===== src/sv/bvg_pkg.sv =====
// bvg_pkg: shared types and constants of the battery voltage gauge
// field widths, register indexes, reset values, item kinds and status structs
// no dependencies
`timescale 1ns / 1ps
`default_nettype none

package bvg_pkg;

    // field widths
    localparam int CODE_W     = 12;
    localparam int MV_W       = 16;
    localparam int CHARGE_W   = 10;
    localparam int CNT_W      = 32;
    localparam int CELLS_W    = 4;
    localparam int CFG_IDX_W  = 3;
    localparam int CFG_DATA_W = 16;

    // scaled voltage: average code times full scale millivolts
    localparam int PROD_W = CODE_W + MV_W;
    // threshold times full code
    localparam int THR_W  = 2 * MV_W;

    // charge quotient stays below 1024 when it is divided out
    localparam int CHARGE_QW = 10;
    localparam logic [CHARGE_W-1:0] CHARGE_FULL = 10'd1000;

    // queue between front and back
    localparam int QUEUE_DEPTH = 4;

    // register indexes
    localparam logic [CFG_IDX_W-1:0] REG_FULL_SCALE = 3'd0;
    localparam logic [CFG_IDX_W-1:0] REG_MIN_V      = 3'd1;
    localparam logic [CFG_IDX_W-1:0] REG_MAX_V      = 3'd2;
    localparam logic [CFG_IDX_W-1:0] REG_CRIT_V     = 3'd3;
    localparam logic [CFG_IDX_W-1:0] REG_CELLS      = 3'd4;

    // register reset values
    localparam logic [MV_W-1:0]    RST_FULL_SCALE = 16'd26400;
    localparam logic [MV_W-1:0]    RST_MIN_V      = 16'd13200;
    localparam logic [MV_W-1:0]    RST_MAX_V      = 16'd16800;
    localparam logic [MV_W-1:0]    RST_CRIT_V     = 16'd12800;
    localparam logic [CELLS_W-1:0] RST_CELLS      = 4'd4;

    // item kinds
    localparam logic KIND_SAMPLE = 1'b0;
    localparam logic KIND_CLEAR  = 1'b1;

    typedef struct packed {
        logic [MV_W-1:0]    full_scale_mv;
        logic [MV_W-1:0]    min_voltage_mv;
        logic [MV_W-1:0]    max_voltage_mv;
        logic [MV_W-1:0]    critical_voltage_mv;
        logic [CELLS_W-1:0] cells_in_series;
    } cfg_t;

    typedef struct packed {
        logic full;
        logic empty;
    } q_status_t;

endpackage

`default_nettype wire


===== src/sv/bvg_if.sv =====
// bvg_in_if and bvg_out_if: valid/ready channels of the battery voltage gauge
// depends on bvg_pkg for field widths
`timescale 1ns / 1ps
`default_nettype none

interface bvg_in_if;
    logic                       valid;
    logic                       ready;
    logic                       kind;
    logic [bvg_pkg::CODE_W-1:0] sample_code;
    logic                       sample_ok;

    modport source (output valid, kind, sample_code, sample_ok, input ready);
    modport sink   (input valid, kind, sample_code, sample_ok, output ready);
endinterface

interface bvg_out_if;
    logic                         valid;
    logic                         ready;
    logic [bvg_pkg::CODE_W-1:0]   average_code;
    logic [bvg_pkg::MV_W-1:0]     battery_mv;
    logic [bvg_pkg::CHARGE_W-1:0] charge_tenths;
    logic [bvg_pkg::MV_W-1:0]     cell_mv;
    logic                         level_ok;
    logic                         level_low;
    logic                         level_critical;
    logic [bvg_pkg::CNT_W-1:0]    checks_done;
    logic [bvg_pkg::CNT_W-1:0]    critical_events;

    modport source (output valid, average_code, battery_mv, charge_tenths, cell_mv,
                    level_ok, level_low, level_critical, checks_done, critical_events,
                    input ready);
    modport sink   (input valid, average_code, battery_mv, charge_tenths, cell_mv,
                    level_ok, level_low, level_critical, checks_done, critical_events,
                    output ready);
endinterface

`default_nettype wire


===== src/sv/bvg_div.sv =====
// bvg_div: shared restoring divider, one quotient bit per cycle
// caller supplies a starting remainder below the divisor; no package use
`timescale 1ns / 1ps
`default_nettype none

module bvg_div #(
    parameter int NUMW = 28,
    parameter int DENW = 32,
    parameter int CNTW = 5
) (
    input  wire logic            clk,
    input  wire logic            rst_n,
    input  wire logic            start,
    input  wire logic [DENW-1:0] rem_init,
    input  wire logic [NUMW-1:0] num,
    input  wire logic [DENW-1:0] den,
    input  wire logic [CNTW-1:0] steps,
    output logic                 done,
    output logic [NUMW-1:0]      quot
);

    logic [CNTW-1:0] cnt_reg;
    logic            done_reg;
    logic [DENW-1:0] rem_reg;
    logic [DENW-1:0] den_reg;
    logic [NUMW-1:0] num_reg;
    logic [NUMW-1:0] quot_reg;

    logic            busy;
    logic [DENW:0]   trial;
    logic            fits;
    logic [DENW:0]   diff;

    // one compare and subtract per step
    assign busy  = (cnt_reg != '0);
    assign trial = {rem_reg, num_reg[NUMW-1]};
    assign fits  = (trial >= {1'b0, den_reg});
    assign diff  = trial - {1'b0, den_reg};

    // step counter and done pulse
    always_ff @(posedge clk or negedge rst_n)
    begin
        if (!rst_n)
        begin
            cnt_reg  <= '0;
            done_reg <= 1'b0;
        end
        else
        begin
            done_reg <= busy && (cnt_reg == CNTW'(1));
            if (start)
                cnt_reg <= steps;
            else if (busy)
                cnt_reg <= cnt_reg - CNTW'(1);
        end
    end

    // remainder, dividend and quotient shift
    always_ff @(posedge clk)
    begin
        if (start)
        begin
            rem_reg  <= rem_init;
            den_reg  <= den;
            num_reg  <= num;
            quot_reg <= '0;
        end
        else if (busy)
        begin
            rem_reg  <= fits ? diff[DENW-1:0] : trial[DENW-1:0];
            num_reg  <= num_reg << 1;
            quot_reg <= {quot_reg[NUMW-2:0], fits};
        end
    end

    assign done = done_reg;
    assign quot = quot_reg;

endmodule

`default_nettype wire


===== src/sv/bvg_queue.sv =====
// bvg_queue: short fifo of work entries between front and back
// depends on bvg_pkg for the status struct
`timescale 1ns / 1ps
`default_nettype none

module bvg_queue #(
    parameter int W     = 17,
    parameter int DEPTH = 4
) (
    input  wire logic               clk,
    input  wire logic               rst_n,
    input  wire logic               push,
    input  wire logic [W-1:0]       push_data,
    input  wire logic               pop,
    output logic [W-1:0]            head,
    output bvg_pkg::q_status_t      stat
);

    localparam int PW = (DEPTH > 1) ? $clog2(DEPTH) : 1;
    localparam int CW = $clog2(DEPTH + 1);

    logic [W-1:0]  entry_reg [DEPTH];
    logic [PW-1:0] wr_ptr_reg;
    logic [PW-1:0] rd_ptr_reg;
    logic [CW-1:0] count_reg;

    // pointer and fill tracking
    always_ff @(posedge clk or negedge rst_n)
    begin
        if (!rst_n)
        begin
            wr_ptr_reg <= '0;
            rd_ptr_reg <= '0;
            count_reg  <= '0;
        end
        else
        begin
            if (push)
                wr_ptr_reg <= (wr_ptr_reg == PW'(DEPTH - 1)) ? '0 : wr_ptr_reg + PW'(1);
            if (pop)
                rd_ptr_reg <= (rd_ptr_reg == PW'(DEPTH - 1)) ? '0 : rd_ptr_reg + PW'(1);
            if (push && !pop)
                count_reg <= count_reg + CW'(1);
            else if (pop && !push)
                count_reg <= count_reg - CW'(1);
        end
    end

    // entry storage
    always_ff @(posedge clk)
    begin
        if (push)
            entry_reg[wr_ptr_reg] <= push_data;
    end

    assign head       = entry_reg[rd_ptr_reg];
    assign stat.full  = (count_reg == CW'(DEPTH));
    assign stat.empty = (count_reg == '0);

endmodule

`default_nettype wire


===== src/sv/bvg_front.sv =====
// bvg_front: accepts input items, sums each group of samples, queues work
// depends on bvg_pkg and bvg_in_if
`timescale 1ns / 1ps
`default_nettype none

module bvg_front #(
    parameter int SAMPLES = 16,
    parameter int SUMW    = 16
) (
    input  wire logic          clk,
    input  wire logic          rst_n,
    bvg_in_if.sink             in_ch,
    input  bvg_pkg::q_status_t q_stat,
    output logic               push,
    output logic [SUMW:0]      push_data
);

    localparam int IDXW = $clog2(SAMPLES);

    logic [IDXW-1:0] idx_reg;
    logic [SUMW-1:0] sum_reg;

    logic            accept;
    logic            is_clear;
    logic            group_end;
    logic [SUMW-1:0] sum_add;

    assign in_ch.ready = !q_stat.full;
    assign accept      = in_ch.valid && in_ch.ready;
    assign is_clear    = (in_ch.kind == bvg_pkg::KIND_CLEAR);
    assign group_end   = (idx_reg == IDXW'(SAMPLES - 1));

    // failed reads add zero
    assign sum_add = sum_reg + (in_ch.sample_ok ? SUMW'(in_ch.sample_code) : '0);

    // a clear or a finished group goes to the back
    assign push      = accept && (is_clear || group_end);
    assign push_data = is_clear ? {bvg_pkg::KIND_CLEAR, SUMW'(0)}
                                : {bvg_pkg::KIND_SAMPLE, sum_add};

    // group accumulation
    always_ff @(posedge clk or negedge rst_n)
    begin
        if (!rst_n)
        begin
            idx_reg <= '0;
            sum_reg <= '0;
        end
        else if (accept && !is_clear)
        begin
            if (group_end)
            begin
                idx_reg <= '0;
                sum_reg <= '0;
            end
            else
            begin
                idx_reg <= idx_reg + IDXW'(1);
                sum_reg <= sum_add;
            end
        end
    end

endmodule

`default_nettype wire


===== src/sv/bvg_back.sv =====
// bvg_back: sequencer that turns a group sum into a voltage check result
// depends on bvg_pkg, bvg_out_if and bvg_div
`timescale 1ns / 1ps
`default_nettype none

module bvg_back #(
    parameter int SAMPLES   = 16,
    parameter int FULL_CODE = 4095,
    parameter int SUMW      = 16
) (
    input  wire logic          clk,
    input  wire logic          rst_n,
    input  bvg_pkg::cfg_t      cfg,
    input  bvg_pkg::q_status_t q_stat,
    input  wire logic [SUMW:0] head,
    output logic               pop,
    bvg_out_if.source          out_ch
);

    localparam int PROD_W = bvg_pkg::PROD_W;
    localparam int THR_W  = bvg_pkg::THR_W;
    localparam int MV_W   = bvg_pkg::MV_W;
    localparam int CODE_W = bvg_pkg::CODE_W;
    localparam int CNT_W  = bvg_pkg::CNT_W;
    localparam int CQW    = bvg_pkg::CHARGE_QW;
    localparam int CHW    = bvg_pkg::CHARGE_W;
    localparam int SCW    = THR_W + CQW;
    localparam int NUMW   = MV_W;
    localparam int DENW   = THR_W;
    localparam int CNTW   = $clog2(NUMW + 1);

    // reciprocal of the sample count, exact for every group sum
    localparam int AVG_L  = $clog2(SAMPLES);
    localparam int AVG_S  = SUMW + AVG_L;
    localparam int AVG_MW = SUMW + 1;
    localparam int AVG_PW = SUMW + AVG_MW;
    localparam logic [63:0] AVG_M =
        ((64'd1 << AVG_S) + 64'(SAMPLES) - 64'd1) / 64'(SAMPLES);

    // reciprocal of the full code, exact for every scaled voltage
    localparam int MV_L  = $clog2(FULL_CODE);
    localparam int MV_S  = PROD_W + MV_L;
    localparam int MV_MW = PROD_W + 1;
    localparam int MV_PW = PROD_W + MV_MW;
    localparam logic [63:0] MV_M =
        ((64'd1 << MV_S) + 64'(FULL_CODE) - 64'd1) / 64'(FULL_CODE);

    localparam logic [MV_W-1:0] FULL_C = MV_W'(FULL_CODE);

    // sequencer states
    localparam logic [3:0] ST_IDLE     = 4'd0;
    localparam logic [3:0] ST_MUL_PROD = 4'd2;
    localparam logic [3:0] ST_MUL_MIN  = 4'd3;
    localparam logic [3:0] ST_MUL_MAX  = 4'd4;
    localparam logic [3:0] ST_MUL_CRIT = 4'd5;
    localparam logic [3:0] ST_EVAL     = 4'd6;
    localparam logic [3:0] ST_MV       = 4'd7;
    localparam logic [3:0] ST_CELL     = 4'd8;
    localparam logic [3:0] ST_CHG      = 4'd9;
    localparam logic [3:0] ST_OUT      = 4'd10;

    logic [3:0]        state_reg;
    logic [3:0]        state_next;

    logic [CODE_W-1:0] avg_reg;
    logic [PROD_W-1:0] prod_reg;
    logic [THR_W-1:0]  min_s_reg;
    logic [THR_W-1:0]  max_s_reg;
    logic [THR_W-1:0]  crit_s_reg;
    logic              low_reg;
    logic              crit_reg;
    logic              good_reg;
    logic              need_div_reg;
    logic [THR_W-1:0]  diff_reg;
    logic [THR_W-1:0]  span_reg;
    logic [SCW-1:0]    scaled_reg;
    logic [MV_W-1:0]   mv_reg;
    logic [MV_W-1:0]   cell_reg;
    logic [CHW-1:0]    charge_reg;
    logic [CNT_W-1:0]  chk_cnt_reg;
    logic [CNT_W-1:0]  crit_cnt_reg;
    logic              out_valid_reg;

    logic              div_start;
    logic [DENW-1:0]   div_rem_init;
    logic [NUMW-1:0]   div_num;
    logic [DENW-1:0]   div_den;
    logic [CNTW-1:0]   div_steps;
    logic              div_done;
    logic [NUMW-1:0]   div_quot;

    logic [MV_W-1:0]   mul_a;
    logic [MV_W-1:0]   mul_b;
    logic [THR_W-1:0]  mul_p;
    logic [THR_W-1:0]  prod_ext;
    logic [AVG_PW-1:0] avg_prod;
    logic [CODE_W-1:0] avg_calc;
    logic [MV_PW-1:0]  mv_prod;
    logic [PROD_W-1:0] mv_q;
    logic [MV_W-1:0]   mv_sat;
    logic [DENW-1:0]   cells_den;
    logic              load_out;
    logic              clear_cnt;
    logic              head_clear;
    logic [SUMW-1:0]   head_sum;

    assign head_clear = (head[SUMW] == bvg_pkg::KIND_CLEAR);
    assign head_sum   = head[SUMW-1:0];
    assign prod_ext   = THR_W'(prod_reg);

    // group average by reciprocal multiplication
    assign avg_prod = AVG_PW'(head_sum) * AVG_PW'(AVG_M[AVG_MW-1:0]);
    assign avg_calc = CODE_W'(avg_prod >> AVG_S);

    // voltage quotient by reciprocal multiplication, saturated at the field width
    assign mv_prod = MV_PW'(prod_reg) * MV_PW'(MV_M[MV_MW-1:0]);
    assign mv_q    = PROD_W'(mv_prod >> MV_S);
    assign mv_sat  = (|mv_q[PROD_W-1:MV_W]) ? {MV_W{1'b1}} : mv_q[MV_W-1:0];
    // zero cells counts as one
    assign cells_den = (cfg.cells_in_series == '0) ? DENW'(1) : DENW'(cfg.cells_in_series);

    bvg_div #(
        .NUMW (NUMW),
        .DENW (DENW),
        .CNTW (CNTW)
    ) u_div (
        .clk      (clk),
        .rst_n    (rst_n),
        .start    (div_start),
        .rem_init (div_rem_init),
        .num      (div_num),
        .den      (div_den),
        .steps    (div_steps),
        .done     (div_done),
        .quot     (div_quot)
    );

    // shared multiplier, operands chosen by state
    always_comb
    begin
        mul_a = '0;
        mul_b = '0;
        case (state_reg)
            ST_MUL_PROD:
            begin
                mul_a = MV_W'(avg_reg);
                mul_b = cfg.full_scale_mv;
            end
            ST_MUL_MIN:
            begin
                mul_a = FULL_C;
                mul_b = cfg.min_voltage_mv;
            end
            ST_MUL_MAX:
            begin
                mul_a = FULL_C;
                mul_b = cfg.max_voltage_mv;
            end
            ST_MUL_CRIT:
            begin
                mul_a = FULL_C;
                mul_b = cfg.critical_voltage_mv;
            end
            default:
            begin
                mul_a = '0;
                mul_b = '0;
            end
        endcase
    end

    assign mul_p = THR_W'(mul_a) * THR_W'(mul_b);

    // sequencer control and divider requests
    always_comb
    begin
        state_next   = state_reg;
        pop          = 1'b0;
        clear_cnt    = 1'b0;
        load_out     = 1'b0;
        div_start    = 1'b0;
        div_rem_init = '0;
        div_num      = '0;
        div_den      = '0;
        div_steps    = '0;
        case (state_reg)
            ST_IDLE:
            begin
                if (!q_stat.empty)
                begin
                    pop = 1'b1;
                    if (head_clear)
                        clear_cnt = 1'b1;
                    else
                        state_next = ST_MUL_PROD;
                end
            end
            ST_MUL_PROD: state_next = ST_MUL_MIN;
            ST_MUL_MIN:  state_next = ST_MUL_MAX;
            ST_MUL_MAX:  state_next = ST_MUL_CRIT;
            ST_MUL_CRIT: state_next = ST_EVAL;
            ST_EVAL:     state_next = ST_MV;
            ST_MV:
            begin
                div_start  = 1'b1;
                div_num    = NUMW'(mv_reg);
                div_den    = cells_den;
                div_steps  = CNTW'(MV_W);
                state_next = ST_CELL;
            end
            ST_CELL:
            begin
                if (div_done)
                begin
                    if (need_div_reg)
                    begin
                        div_start    = 1'b1;
                        div_rem_init = scaled_reg[SCW-1:CQW];
                        div_num      = NUMW'(scaled_reg[CQW-1:0]) << (NUMW - CQW);
                        div_den      = span_reg;
                        div_steps    = CNTW'(CQW);
                        state_next   = ST_CHG;
                    end
                    else
                        state_next = ST_OUT;
                end
            end
            ST_CHG:
            begin
                if (div_done)
                    state_next = ST_OUT;
            end
            ST_OUT:
            begin
                if (!out_valid_reg || out_ch.ready)
                begin
                    load_out   = 1'b1;
                    state_next = ST_IDLE;
                end
            end
            default: state_next = ST_IDLE;
        endcase
    end

    // state, counters and output valid
    always_ff @(posedge clk or negedge rst_n)
    begin
        if (!rst_n)
        begin
            state_reg     <= ST_IDLE;
            chk_cnt_reg   <= '0;
            crit_cnt_reg  <= '0;
            out_valid_reg <= 1'b0;
        end
        else
        begin
            state_reg <= state_next;
            if (clear_cnt)
            begin
                chk_cnt_reg  <= '0;
                crit_cnt_reg <= '0;
            end
            else if (load_out)
            begin
                chk_cnt_reg  <= chk_cnt_reg + CNT_W'(1);
                crit_cnt_reg <= crit_cnt_reg + CNT_W'(crit_reg);
            end
            if (load_out)
                out_valid_reg <= 1'b1;
            else if (out_ch.ready)
                out_valid_reg <= 1'b0;
        end
    end

    // datapath registers
    always_ff @(posedge clk)
    begin
        case (state_reg)
            ST_IDLE:
            begin
                if (!q_stat.empty && !head_clear)
                    avg_reg <= avg_calc;
            end
            ST_MUL_PROD: prod_reg   <= mul_p[PROD_W-1:0];
            ST_MUL_MIN:  min_s_reg  <= mul_p;
            ST_MUL_MAX:  max_s_reg  <= mul_p;
            ST_MUL_CRIT: crit_s_reg <= mul_p;
            ST_EVAL:
            begin
                // thresholds compared on the exact scaled voltage
                low_reg      <= (prod_ext <= min_s_reg);
                crit_reg     <= (prod_ext <= crit_s_reg);
                good_reg     <= (prod_ext > min_s_reg) && (prod_ext <= max_s_reg);
                need_div_reg <= (prod_ext > min_s_reg) && (prod_ext < max_s_reg);
                diff_reg     <= prod_ext - min_s_reg;
                span_reg     <= max_s_reg - min_s_reg;
                mv_reg       <= mv_sat;
            end
            ST_MV:
            begin
                scaled_reg <= SCW'(diff_reg) * SCW'(bvg_pkg::CHARGE_FULL);
            end
            ST_CELL:
            begin
                if (div_done)
                begin
                    cell_reg <= div_quot[MV_W-1:0];
                    if (!need_div_reg)
                        charge_reg <= low_reg ? '0 : bvg_pkg::CHARGE_FULL;
                end
            end
            ST_CHG:
            begin
                if (div_done)
                    charge_reg <= div_quot[CHW-1:0];
            end
            default:
            begin
            end
        endcase
    end

    // result register
    always_ff @(posedge clk)
    begin
        if (load_out)
        begin
            out_ch.average_code    <= avg_reg;
            out_ch.battery_mv      <= mv_reg;
            out_ch.charge_tenths   <= charge_reg;
            out_ch.cell_mv         <= cell_reg;
            out_ch.level_ok        <= good_reg;
            out_ch.level_low       <= low_reg;
            out_ch.level_critical  <= crit_reg;
            out_ch.checks_done     <= chk_cnt_reg + CNT_W'(1);
            out_ch.critical_events <= crit_cnt_reg + CNT_W'(crit_reg);
        end
    end

    assign out_ch.valid = out_valid_reg;

endmodule

`default_nettype wire


===== src/sv/battery_voltage_gauge_unit.sv =====
// battery_voltage_gauge_unit: top level, configuration registers and wiring
// depends on bvg_pkg, bvg_if, bvg_front, bvg_queue, bvg_back
`timescale 1ns / 1ps
`default_nettype none

// Battery voltage gauge. Input items are accepted one per cycle while the
// four-entry work queue has room; every SAMPLES_PER_CHECK samples the front
// queues the group sum, and a clear item is queued in order with the checks.
// The back divides by the constant sample count and full code through
// reciprocal multiplications, and uses one shared radix-2 divider (one
// quotient bit per cycle) for the cell count and the charge span, plus one
// shared 16x16 multiplier. A check in the back runs the multiply and evaluate
// states, the 16-step cell division, the 10-step charge division and the
// output state before the next queued item is taken; the charge division is
// skipped when max and min leave the voltage at or outside the charge span. A
// clear only resets the counters. A result waits in the output register while
// the receiver holds off. Registers are written through cfg_we/cfg_index/
// cfg_wdata, by the user only while the block is idle; the block does not check.
module battery_voltage_gauge_unit #(
    parameter int SAMPLES_PER_CHECK = 16,
    parameter int ADC_FULL_CODE     = 4095
) (
    input  wire logic                             clk,
    input  wire logic                             rst_n,
    bvg_in_if.sink                                in_ch,
    bvg_out_if.source                             out_ch,
    input  wire logic                             cfg_we,
    input  wire logic [bvg_pkg::CFG_IDX_W-1:0]    cfg_index,
    input  wire logic [bvg_pkg::CFG_DATA_W-1:0]   cfg_wdata
);

    localparam int SUMW = $clog2(SAMPLES_PER_CHECK * ((1 << bvg_pkg::CODE_W) - 1) + 1);

    bvg_pkg::cfg_t      cfg_reg;
    bvg_pkg::q_status_t q_stat;
    logic               push;
    logic [SUMW:0]      push_data;
    logic               pop;
    logic [SUMW:0]      head;

    // configuration registers
    always_ff @(posedge clk or negedge rst_n)
    begin
        if (!rst_n)
        begin
            cfg_reg.full_scale_mv       <= bvg_pkg::RST_FULL_SCALE;
            cfg_reg.min_voltage_mv      <= bvg_pkg::RST_MIN_V;
            cfg_reg.max_voltage_mv      <= bvg_pkg::RST_MAX_V;
            cfg_reg.critical_voltage_mv <= bvg_pkg::RST_CRIT_V;
            cfg_reg.cells_in_series     <= bvg_pkg::RST_CELLS;
        end
        else if (cfg_we)
        begin
            case (cfg_index)
                bvg_pkg::REG_FULL_SCALE: cfg_reg.full_scale_mv       <= cfg_wdata;
                bvg_pkg::REG_MIN_V:      cfg_reg.min_voltage_mv      <= cfg_wdata;
                bvg_pkg::REG_MAX_V:      cfg_reg.max_voltage_mv      <= cfg_wdata;
                bvg_pkg::REG_CRIT_V:     cfg_reg.critical_voltage_mv <= cfg_wdata;
                bvg_pkg::REG_CELLS:
                    cfg_reg.cells_in_series <= cfg_wdata[bvg_pkg::CELLS_W-1:0];
                default:
                begin
                end
            endcase
        end
    end

    bvg_front #(
        .SAMPLES (SAMPLES_PER_CHECK),
        .SUMW    (SUMW)
    ) u_front (
        .clk       (clk),
        .rst_n     (rst_n),
        .in_ch     (in_ch),
        .q_stat    (q_stat),
        .push      (push),
        .push_data (push_data)
    );

    bvg_queue #(
        .W     (SUMW + 1),
        .DEPTH (bvg_pkg::QUEUE_DEPTH)
    ) u_queue (
        .clk       (clk),
        .rst_n     (rst_n),
        .push      (push),
        .push_data (push_data),
        .pop       (pop),
        .head      (head),
        .stat      (q_stat)
    );

    bvg_back #(
        .SAMPLES   (SAMPLES_PER_CHECK),
        .FULL_CODE (ADC_FULL_CODE),
        .SUMW      (SUMW)
    ) u_back (
        .clk    (clk),
        .rst_n  (rst_n),
        .cfg    (cfg_reg),
        .q_stat (q_stat),
        .head   (head),
        .pop    (pop),
        .out_ch (out_ch)
    );

    // no push into a full queue
    a_no_push_full: assert property (@(posedge clk) disable iff (!rst_n)
        push |-> !q_stat.full)
        else $error("work queue pushed while full");

    // no pop from an empty queue
    a_no_pop_empty: assert property (@(posedge clk) disable iff (!rst_n)
        pop |-> !q_stat.empty)
        else $error("work queue popped while empty");

    // a push without a pop leaves the queue non-empty in the next cycle
    a_push_makes_nonempty: assert property (@(posedge clk) disable iff (!rst_n)
        push && !pop |=> !q_stat.empty)
        else $error("queue empty after a push");

    // ok and low flags exclude each other
    a_flags_exclusive: assert property (@(posedge clk) disable iff (!rst_n)
        out_ch.valid |-> !(out_ch.level_ok && out_ch.level_low))
        else $error("level ok and low both set");

endmodule

`default_nettype wire

===== src/flat_wrapper.sv =====
// flat-port wrapper written by rule: the top's interface ports become plain ports
module battery_voltage_gauge_unit_flat 
#(
    parameter int SAMPLES_PER_CHECK = 16,
    parameter int ADC_FULL_CODE     = 4095
)
  (clk, rst_n, cfg_we, cfg_index, cfg_wdata, in_ch_valid, in_ch_kind, in_ch_sample_code, in_ch_sample_ok, in_ch_ready, out_ch_valid, out_ch_average_code, out_ch_battery_mv, out_ch_charge_tenths, out_ch_cell_mv, out_ch_level_ok, out_ch_level_low, out_ch_level_critical, out_ch_checks_done, out_ch_critical_events, out_ch_ready);
  bvg_in_if in_ch_i ();
  bvg_out_if out_ch_i ();
  input  wire logic clk;
  input  wire logic rst_n;
  input  wire logic cfg_we;
  input  wire logic [bvg_pkg::CFG_IDX_W-1:0] cfg_index;
  input  wire logic [bvg_pkg::CFG_DATA_W-1:0] cfg_wdata;
  input wire logic [$bits(in_ch_i.valid)-1:0] in_ch_valid;
  input wire logic [$bits(in_ch_i.kind)-1:0] in_ch_kind;
  input wire logic [$bits(in_ch_i.sample_code)-1:0] in_ch_sample_code;
  input wire logic [$bits(in_ch_i.sample_ok)-1:0] in_ch_sample_ok;
  output wire logic [$bits(in_ch_i.ready)-1:0] in_ch_ready;
  output wire logic [$bits(out_ch_i.valid)-1:0] out_ch_valid;
  output wire logic [$bits(out_ch_i.average_code)-1:0] out_ch_average_code;
  output wire logic [$bits(out_ch_i.battery_mv)-1:0] out_ch_battery_mv;
  output wire logic [$bits(out_ch_i.charge_tenths)-1:0] out_ch_charge_tenths;
  output wire logic [$bits(out_ch_i.cell_mv)-1:0] out_ch_cell_mv;
  output wire logic [$bits(out_ch_i.level_ok)-1:0] out_ch_level_ok;
  output wire logic [$bits(out_ch_i.level_low)-1:0] out_ch_level_low;
  output wire logic [$bits(out_ch_i.level_critical)-1:0] out_ch_level_critical;
  output wire logic [$bits(out_ch_i.checks_done)-1:0] out_ch_checks_done;
  output wire logic [$bits(out_ch_i.critical_events)-1:0] out_ch_critical_events;
  input wire logic [$bits(out_ch_i.ready)-1:0] out_ch_ready;
  assign in_ch_i.valid = in_ch_valid;
  assign in_ch_i.kind = in_ch_kind;
  assign in_ch_i.sample_code = in_ch_sample_code;
  assign in_ch_i.sample_ok = in_ch_sample_ok;
  assign in_ch_ready = in_ch_i.ready;
  assign out_ch_valid = out_ch_i.valid;
  assign out_ch_average_code = out_ch_i.average_code;
  assign out_ch_battery_mv = out_ch_i.battery_mv;
  assign out_ch_charge_tenths = out_ch_i.charge_tenths;
  assign out_ch_cell_mv = out_ch_i.cell_mv;
  assign out_ch_level_ok = out_ch_i.level_ok;
  assign out_ch_level_low = out_ch_i.level_low;
  assign out_ch_level_critical = out_ch_i.level_critical;
  assign out_ch_checks_done = out_ch_i.checks_done;
  assign out_ch_critical_events = out_ch_i.critical_events;
  assign out_ch_i.ready = out_ch_ready;
  battery_voltage_gauge_unit #(.SAMPLES_PER_CHECK(SAMPLES_PER_CHECK), .ADC_FULL_CODE(ADC_FULL_CODE)) u_core (.clk(clk), .rst_n(rst_n), .in_ch(in_ch_i), .out_ch(out_ch_i), .cfg_we(cfg_we), .cfg_index(cfg_index), .cfg_wdata(cfg_wdata));
endmodule

===== config.mk =====
export PLATFORM = sky130hd
export DESIGN_NAME = battery_voltage_gauge_unit_flat
export DESIGN_NICKNAME = d
export VERILOG_FILES = /design/src/sv/bvg_pkg.sv /design/src/sv/bvg_if.sv /design/src/sv/bvg_div.sv /design/src/sv/bvg_queue.sv /design/src/sv/bvg_front.sv /design/src/sv/bvg_back.sv /design/src/sv/battery_voltage_gauge_unit.sv /design/src/flat_wrapper.sv
export SDC_FILE = /design/constraint.sdc
export NUM_CORES = 2
export LEC_CHECK = 0
export BUFFER_PORTS_ARGS = -buffer_cell sky130_fd_sc_hd__buf_4
export CAP_MARGIN = 0
export CORE_ASPECT_RATIO = 1.75
export CORE_MARGIN = 3
export CORE_UTILIZATION = 50
export DETAILED_ROUTE_END_ITERATION = 7
export GPL_ROUTABILITY_DRIVEN = 0
export HOLD_SLACK_MARGIN = 0.1
export PLACE_DENSITY = 0.7
export SLEW_MARGIN = 10
export SYNTH_ARGS = -nofsm -noshare
export SYNTH_HDL_FRONTEND = slang
export SYNTH_HIERARCHICAL = 1
export SYNTH_SLANG_ARGS = --single-unit

===== constraint.sdc =====
create_clock -name clk -period 20.5 [get_ports clk]
set_clock_uncertainty 0.1 [all_clocks]
set_input_delay 5.125 -clock clk [delete_from_list [all_inputs] [get_ports clk]]
set_output_delay 5.125 -clock clk [all_outputs]
set_load 0.02 [all_outputs]

==> flow_summary.yaml <==
floorplan:
  start_util_pct: 50.5
  placementRows: 151
  coreArea_um2: 96900
  die_w_um: 242
  io_pins: 161
  die_h_um: 420
  dieArea_um2: 102000
cells_and_area:
  final_common_cell: "edfxtp_1"
  nNetsFinal: 5268
  mostFrequentLayoutCells: "edfxtp_1 (532), ha_1 (485), inv_1 (425)"
  drive_gt1_share_pct: 10.8
  area_growth_pct: 10.1
  largest_register_ffs: 68
global_route:
  grt_first_pass_wirelength_um: 180000
  grt_pass1_vias: 34424
  overflow: 0
  track_usage_pct: 22.4
  grt_max_degree: 91
  antenna_found_initial: 1
setup_path:
  cp-start-kind: "flop"
  crit_fanout: 67
  crit_family: "adder cells"
  critPathMaxStageDelay_ns: 0.67
  cp_common_cell: "fa_1"
  slowest_stage: "buf_4"
  crit_required_ns: 20.75
  path_class: "reg2reg"
  worst-endpoint-arrival_ns: 8.21
  crit_path_end_kind: "flop"
  crit_buf_inv: 5
clocking:
  worstSkewPairLatency_ns: 0.66
  cts_tree: "done"
  cts_buffer_depth: 3
  hold_buffers: 0
  cts_buffers: 68
  htree_num_levels: 3
  post_cts_buffers: 0
  ctsRootBufferMaster: "clkbuf_16"
  clk_pin_slew_ns: 0.07
  cts_resized: 0
  cts.sinks: 718
placed_design:
  dp_slack_ns: 12.44
  numPortBuffers: 160
  post-dp-hpwl_um: 88200
sta:
  rsz0062_at_grt: "false"
  layout_min_cycle_time_ns: 7.96
  timing.fmax_mhz: 126
  worst_slack_ns: 12.54
  setup_viol: 0
  drv_slew: 0
  fin_tns_setup_ns: 0
  min_period_over_period_pct: 38.8
  relSlewSlack_pct: 21.1
  tightestPinTransition_ns: 1.18
  hold_viol_final: 0
  whs_ns: 0.318
drt:
  route.detailed.drc: 0
  drt-total-wl_um: 113000
  dr.pass1.iters: 5
  avgRoutedWirePerCell_um: 19.4
  antenna_left: 0
  drtIter0Drc: 1478
  via_per_inst: 5.65
  vias: 32909
synthesis:
  synth.avg_cell_area_um2: 11.3
  syn-cell-area_um2: 48900
  syn_inst: 4315
  ys_warn_count: 6
job:
  cap_violations: 0
outcome:
  status: "finished clean"
min_path:
  hp-class: "reg2reg"
layer usage:
metal,up-vias,track usage (%),routed length (µm)
met5,-,0,0
met2,751,43.5,61700
met3,282,2.20,3370
met4,0,14.6,7870
li1,15622,-,-
met1,16254,22.6,40200
worst reg2reg max path, stage by stage, from the launching register on:
cell and delay [ns]:
dfrtp_1 0.50, inv_1 0.17, nand2_1 0.15, nor3_2 0.14, buf_4 0.67, a22oi_1 0.40, nand2_1 0.37, nand2_1 0.14
fa_1 0.49, fa_1 0.55, inv_1 0.05, fa_1 0.46, fa_1 0.55, inv_1 0.05, fa_1 0.52, inv_1 0.04
ha_1 0.35, a21o_1 0.20, a21o_1 0.18, a21oi_1 0.23, o22a_1 0.19, nand3_1 0.13, and2_1 0.23, a311o_1 0.37
a31oi_1 0.27, o21ai_0 0.17
final timing paths:
path,from,to,slack [ns],cells past startpoint
worst max-delay path,u_core/u_back/state_reg[0]$_DFFE_PN0P_,u_core/u_back/max_s_reg[29]$_DFFE_PN_,12.54,25
worst min register to register,u_core/u_back/cell_reg[4]$_DFFE_PP_,u_core/u_back/out_ch.cell_mv[4]$_DFFE_PP_,0.32,0
worst max register to register,u_core/u_back/state_reg[0]$_DFFE_PN0P_,u_core/u_back/max_s_reg[29]$_DFFE_PN_,12.54,25
worst min-delay path,u_core/u_back/cell_reg[4]$_DFFE_PP_,u_core/u_back/out_ch.cell_mv[4]$_DFFE_PP_,0.32,0
max in group asynchronous,rst_n,u_core/u_back/crit_cnt_reg[1]$_DFFE_PN0P_,13.94,3
min in group asynchronous,rst_n,u_core/cfg_reg[38]$_DFFE_PN0P_,4.33,1
stage by stage:
stage          util [%]  cell area, µm²  cells
2_1_floorplan         -           48900   4316
3_3_place_gp       53.2           51500   5694
3_5_place_dp       53.2           51500   5694
4_1_cts            55.6           53900   5820
5_1_grt            55.6           53900   5820
6_report           55.6           53900   5821
layout make-up:
class | count | area (µm²)
Sequential cell | 718 | 20600
Multi-Input combinational cell | 3053 | 26300
Timing Repair Buffer | 197 | 1490
Clock buffer | 79 | 1750
Antenna cell | 1 | 2.50
Clock inverter | 47 | 567
Tap cell | 1300 | 1630
Inverter | 426 | 1600
Fill cell | 8083 | 43100
Power is not shown: default switching activity piles up to over one toggle a cycle in this logic, so the estimate is an artifact.
